[config.mk]
export PLATFORM = sky130hd
export DESIGN_NAME = p2s_rdiv
export DESIGN_NICKNAME = d
export VERILOG_FILES = /design/src/design/p2s_pkg.sv /design/src/design/p2s_rdiv.sv
export SDC_FILE = /design/constraint.sdc
export NUM_CORES = 2
export LEC_CHECK = 0
export ABC_AREA = 1
export ABC_CLOCK_PERIOD_IN_PS = 8500
export BUFFER_PORTS_ARGS = -buffer_cell sky130_fd_sc_hd__buf_4
export CORE_MARGIN = 2
export CORE_UTILIZATION = 50
export CTS_CLUSTER_SIZE = 10
export DETAILED_ROUTE_END_ITERATION = 12
export GPL_ROUTABILITY_DRIVEN = 0
export GPL_TIMING_DRIVEN = 0
export HOLD_SLACK_MARGIN = 0.06
export PLACE_DENSITY = 0.78
export SYNTH_ARGS = -nofsm -noshare
export SYNTH_HDL_FRONTEND = slang
export SYNTH_SLANG_ARGS = --single-unit
export TNS_END_PERCENT = 100
[constraint.sdc]
create_clock -name clock -period 8.5 [get_ports clock]
set_input_delay 0.85 -clock clock [delete_from_list [all_inputs] [get_ports clock]]
set_output_delay 0.85 -clock clock [all_outputs]
set_load 0.01 [all_outputs]
[src/design/p2s_pkg.sv]
// Shared types, constants and the gradient table for the P2 triangle stiffness block.
// Used by p2s_rdiv and p2_triangle_stiffness_entry; depends on nothing else.
`timescale 1ns / 1ps

package p2s_pkg;

   // Default fraction bits of the Q format
   localparam int FRAC_BITS_DEF = 16;
   // Accumulator width: the weighted sum stays below 2^75 in magnitude
   localparam int ACC_W = 76;
   // Width of a basis pair coefficient (magnitude at most 384)
   localparam int COEF_W = 11;
   // Odd factor of the final divisor 54 * 2^FRAC_BITS
   localparam int DIV_K = 27;
   // Cycles from item acceptance to the result strobe
   localparam int LATENCY = 9;
   localparam int NUM_BASIS = 6;
   localparam int NUM_QP = 3;
   // Highest valid basis index; larger codes act as this one
   localparam logic [2:0] BASIS_LAST = 3'd5;

   typedef logic signed [4:0] grad_type;
   typedef logic signed [COEF_W-1:0] coef_type;

   typedef struct packed {
      coef_type c00;
      coef_type c01;
      coef_type c11;
   } coef_set_type;

   // Control travelling with an item through the divide stages
   typedef struct packed {
      logic valid;
      logic neg;
   } tag_type;

   // Three times the basis gradients (x, y) at the three quadrature points
   localparam grad_type GRAD3 [NUM_BASIS][NUM_QP][2] = '{
      '{'{-5'sd5, -5'sd5}, '{ 5'sd1,  5'sd1}, '{ 5'sd1,  5'sd1}},
      '{'{-5'sd1,  5'sd0}, '{ 5'sd5,  5'sd0}, '{-5'sd1,  5'sd0}},
      '{'{ 5'sd0, -5'sd1}, '{ 5'sd0, -5'sd1}, '{ 5'sd0,  5'sd5}},
      '{'{ 5'sd6, -5'sd2}, '{-5'sd6, -5'sd8}, '{ 5'sd0, -5'sd2}},
      '{'{ 5'sd2,  5'sd2}, '{ 5'sd2,  5'sd8}, '{ 5'sd8,  5'sd2}},
      '{'{-5'sd2,  5'sd6}, '{-5'sd2,  5'sd0}, '{-5'sd8, -5'sd6}}
   };

   // Sum the gradient products of a basis pair over the quadrature points
   function automatic coef_set_type basis_coef(input logic [2:0] row_raw,
                                               input logic [2:0] col_raw);
      logic [2:0] bi;
      logic [2:0] bj;
      coef_set_type c;
      bi = (row_raw > BASIS_LAST) ? BASIS_LAST : row_raw;
      bj = (col_raw > BASIS_LAST) ? BASIS_LAST : col_raw;
      c = '0;
      for (int k = 0; k < NUM_QP; k++) begin
         c.c00 = c.c00 + coef_type'(GRAD3[bi][k][0]) * coef_type'(GRAD3[bj][k][0]);
         c.c01 = c.c01 + coef_type'(GRAD3[bi][k][0]) * coef_type'(GRAD3[bj][k][1])
                       + coef_type'(GRAD3[bi][k][1]) * coef_type'(GRAD3[bj][k][0]);
         c.c11 = c.c11 + coef_type'(GRAD3[bi][k][1]) * coef_type'(GRAD3[bj][k][1]);
      end
      return c;
   endfunction

endpackage

[src/design/p2s_rdiv.sv]
// Pipelined divide by 27 of the rounded magnitude, by reciprocal multiply and correction.
// Depends on p2s_pkg for the divisor, accumulator width and tag type.
`timescale 1ns / 1ps

module p2s_rdiv #(
   parameter int FRAC_BITS = p2s_pkg::FRAC_BITS_DEF
) (
   input  logic                                       clock,
   input  logic                                       reset,
   input  p2s_pkg::tag_type                           in_tag,
   input  logic [p2s_pkg::ACC_W-2-FRAC_BITS:0]        in_num,
   output p2s_pkg::tag_type                           out_tag,
   output logic [p2s_pkg::ACC_W-2-FRAC_BITS:0]        out_quo
);

   localparam int QW = p2s_pkg::ACC_W - 1 - FRAC_BITS;
   localparam int XH = (QW + 1) / 2;
   localparam int XU = QW - XH;
   localparam int PW = 2 * QW;
   localparam logic [QW:0] POW_W = {1'b1, {QW{1'b0}}};
   localparam logic [QW:0] RECIP_FULL = POW_W / (QW + 1)'(p2s_pkg::DIV_K);
   localparam logic [QW-1:0] RECIP = RECIP_FULL[QW-1:0];
   localparam logic [XH-1:0] M_LO = RECIP[XH-1:0];
   localparam logic [XU-1:0] M_HI = RECIP[QW-1:XH];

   p2s_pkg::tag_type tag_d1_ff, tag_d2_ff, tag_d3_ff;
   logic [QW-1:0] num_d1_ff, num_d2_ff;
   logic [2*XH-1:0] pp_ll_ff, pp_ll_in;
   logic [XH+XU-1:0] pp_lh_ff, pp_lh_in, pp_hl_ff, pp_hl_in;
   logic [2*XU-1:0] pp_hh_ff, pp_hh_in;
   logic [PW-1:0] prod_sum;
   logic [QW-1:0] q_est_ff, q_est_in;
   logic [QW-1:0] prod27, rem_est;
   logic [QW-1:0] quo_ff, quo_in;

   // Partial products of numerator and reciprocal
   always_comb begin
      pp_ll_in = in_num[XH-1:0] * M_LO;
      pp_lh_in = in_num[XH-1:0] * M_HI;
      pp_hl_in = in_num[QW-1:XH] * M_LO;
      pp_hh_in = in_num[QW-1:XH] * M_HI;
   end

   // Combine partial products; the estimate is the true quotient or one below it
   always_comb begin
      prod_sum = (PW'(pp_hh_ff) << (2 * XH))
               + ((PW'(pp_lh_ff) + PW'(pp_hl_ff)) << XH)
               + PW'(pp_ll_ff);
      q_est_in = prod_sum[PW-1:QW];
   end

   // Correct the estimate from the remainder
   always_comb begin
      prod27 = (q_est_ff << 4) + (q_est_ff << 3) + (q_est_ff << 1) + q_est_ff;
      rem_est = num_d2_ff - prod27;
      quo_in = q_est_ff + QW'(rem_est >= QW'(p2s_pkg::DIV_K));
   end

   // Advance valid bits
   always_ff @(posedge clock) begin
      if (reset) begin
         tag_d1_ff <= '0;
         tag_d2_ff <= '0;
         tag_d3_ff <= '0;
      end else begin
         tag_d1_ff <= in_tag;
         tag_d2_ff <= tag_d1_ff;
         tag_d3_ff <= tag_d2_ff;
      end
   end

   // Advance payload
   always_ff @(posedge clock) begin
      num_d1_ff <= in_num;
      pp_ll_ff  <= pp_ll_in;
      pp_lh_ff  <= pp_lh_in;
      pp_hl_ff  <= pp_hl_in;
      pp_hh_ff  <= pp_hh_in;
      num_d2_ff <= num_d1_ff;
      q_est_ff  <= q_est_in;
      quo_ff    <= quo_in;
   end

   assign out_tag = tag_d3_ff;
   assign out_quo = quo_ff;

`ifndef SYNTHESIS
   // The reciprocal estimate must never be more than one short
   a_est_within_one: assert property (@(posedge clock) disable iff (reset)
      tag_d2_ff.valid |-> (rem_est < QW'(2 * p2s_pkg::DIV_K)))
      else $error("divide estimate off by more than one");

   // An item leaves only after passing tag_d1_ff, tag_d2_ff and tag_d3_ff
   a_tag_latency: assert property (@(posedge clock) disable iff (reset)
      tag_d3_ff.valid |-> $past(in_tag.valid, 3))
      else $error("divide stage produced an item that never entered");
`endif

endmodule

==> out/results.ini <==
[run_status]
status=completed

[logic_synthesis]
syn_area_mm2=0.0812
ys_seq_elements=428
seq_area_frac_synth_pct=10.5
synthFlopType=dfxtp_1
syn_area_per_cell_um2=8.48
async_flop_share_pct=0
synth_cell_types=62
synth_cells=9581
yosysWarnings=0
synth_edf_count=0

[critical_path]
crit_required_ns=8.98
r2r-end=out_quo[32]$_DFF_P_
slowest_stage=fa_1
crit_type=in -> reg
max_stage_delay_ns=0.58
r2r_slack_ns=1.19
arrival_ns=7.95
cp-start-kind=input port
worstPathCellList=buf_4, inv_1, ha_1, inv_1, fa_1, fa_1, ha_1, fa_1, fa_1, fa_1, fa_1, ha_1, a21oi_1, a21boi_0, o21ai_0, a31oi_1, inv_1, a21oi_1, o21ai_0, xor2_1
regToRegStartpoint=q_est_ff[10]$_DFF_P_
ff2ff_path_depth=34
crit_path_frequent_cell=fa_1
crit_path_end_kind=flop
cp_max_fo=17

[cts]
cts-root-buf=clkbuf_16
clkTransAtPathRegs_ns=0.06
cts_tree=done
cts_setup_buffers=0
hold_buffers=0
clock_latency_ns=0.62
post_cts_resized=0
numCtsBuffers=49
clock_path_buffers=3
clock_sinks=428
h-tree-depth=2

[grt]
overflow=0
grt_usage_pct=30.2
grt_max_degree=22
antenna_found_initial=15
grt_pass1_wl_um=384000
grt_pass1_vias=70100

[final_layout]
drive_gt1_share_pct=2.53
layout_commonest_cell=inv_1
layout.nets=12500
area_delta_synth_final_pct=6.12
most-common-layout-cells=2559 x inv_1, 1374 x fa_1, 1280 x ha_1, 1188 x nand2_1, 782 x nor2_1
layoutNonFillerInstCount=11900

[sta]
hold_viol=0
drv_slew=0
tightest_slew_ns=1.02
setup_viol=0
min_period_ns=7.47
rsz0062_at_grt=false
fin_skew_ns=0.0417
fin_crit_sh_pct=87.8
fmaxAchievable_ghz=0.134
fin_ws_ns=1.03
fin_setup_tns_ns=0
relSlewSlack_pct=31.5

[worst_hold_path]
hold_class=reg -> reg
hold_start=num_d1_ff[37]$_DFF_P_
min_to=num_d2_ff[37]$_DFF_P_
hold_depth=0

[drt]
drtIter0Drc=6864
dr.pass1.iters=7
viasPerCell=5.63
antenna_violating_nets_post_route=0
finalWirelength_um=247000
post_drt_wl_per_cell_um=20.7
num_vias=67200
drc=0

[die]
dieArea_mm2=0.166
fp.dieW_um=407
die_height_um=407
fp-row-count=147
ios=124
core_area_mm2=0.161
start_util_pct=50.5

[placement]
post-place-ws_ns=0.593
placedCellCount=11900
numPortBuffers=121
place_hpwl_um=213000

[flow_run]
max_cap_viol_count=0

## registers in the layout, indices dropped and copies added, names as in the netlist, 35 cells and up
signal and cells:
num_d1_ff 49, pp_hl_ff 59, q_est_ff 56, pp_ll_ff 35
pp_lh_ff 54, pp_hh_ff 53, out_quo 57, num_d2_ff 59
## per-layer routing
| layer | wire (um) | GRT usage (%) | vias to the layer above |
|---|---|---|---|
| met5 | 100 | 0 | - |
| met4 | 18000 | 17.8 | 14 |
| met3 | 27000 | 6.61 | 1065 |
| met2 | 112000 | 49.1 | 4235 |
| met1 | 90000 | 36.8 | 32100 |
| li1 | - | - | 29700 |
## synth_stat cells (10+ instances only)
cell / number / area share [%]
a21boi_0: 13 / 0.12
a21o_1: 28 / 0.26
a21oi_1: 562 / 3.5
a31oi_1: 92 / 0.71
dfxtp_1: 428 / 11
fa_1: 1374 / 34
ha_1: 1280 / 20
inv_1: 2559 / 12
inv_2: 24 / 0.11
nand2_1: 1188 / 5.5
nand3_1: 214 / 1.3
nand3b_1: 14 / 0.13
nand4_1: 60 / 0.46
nor2_1: 782 / 3.6
nor3_1: 83 / 0.51
nor4_1: 26 / 0.20
o211ai_1: 10 / 0.092
o21a_1: 55 / 0.51
o21ai_0: 263 / 1.6
o21ai_1: 39 / 0.24
o21bai_1: 33 / 0.30
xnor2_1: 115 / 1.2
xor2_1: 238 / 2.6
## logic make-up after synthesis
kind of cell / synth area share (%)
buf+inv: 12.0
other cells: 0.00462
simple gates: 12.3
fa+ha+maj: 53.6
compound gates: 7.78
xor+xnor: 3.81
flops: 10.5
## through the flow
step | utilization, % | area (um2) | hold WS, ns
global route | 53.6 | 86200 | 0.327
detailed placement | 52.7 | 84900 | 0.312
CTS | 53.6 | 86200 | 0.316
finish | 53.6 | 86200 | 0.318
global placement | 52.7 | 84900 | 0.312
floorplan | - | 81200 | 0.310
## final cells by class
| class | instances | area, um2 |
|---|---|---|
| clock inverter | 5 | 92.6 |
| multi-input combinational | 6567 | 63000 |
| sequential | 428 | 8570 |
| clock buffer | 53 | 1240 |
| timing repair buffer | 121 | 908 |
| fill | 13900 | 74700 |
| antenna | 8 | 20.0 |
| inverter | 2584 | 9700 |
| buffer | 3 | 20.0 |
| tap | 2160 | 2700 |
## how the worst max path moves through the flow
stage                   startpoint                    to  slack (ns)
2_1_floorplan           in_num[47]  pp_hl_ff[56]$_DFF_P_        1.80
3_3_place_gp            in_num[48]  pp_hl_ff[56]$_DFF_P_        0.67
3_5_place_dp            in_num[48]  pp_hl_ff[56]$_DFF_P_        0.59
4_1_cts                 in_num[48]  pp_hl_ff[56]$_DFF_P_        1.21
5_1_grt        q_est_ff[2]$_DFF_P_   out_quo[56]$_DFF_P_        0.76
6_report                in_num[39]  pp_hl_ff[43]$_DFF_P_        1.03
## worst max-delay path: cells and delay by family
family	cells	cell delay (ns)
AOI/OAI and AO/OA	6	1.93
xor gates and xnor gates	1	0.33
adders and majority gates	9	3.97
buffers and inverters	4	0.84
Power is left out: the tool's default activity adds up to more than one toggle a clock period on the data nets, which glitch-free logic cannot reach.
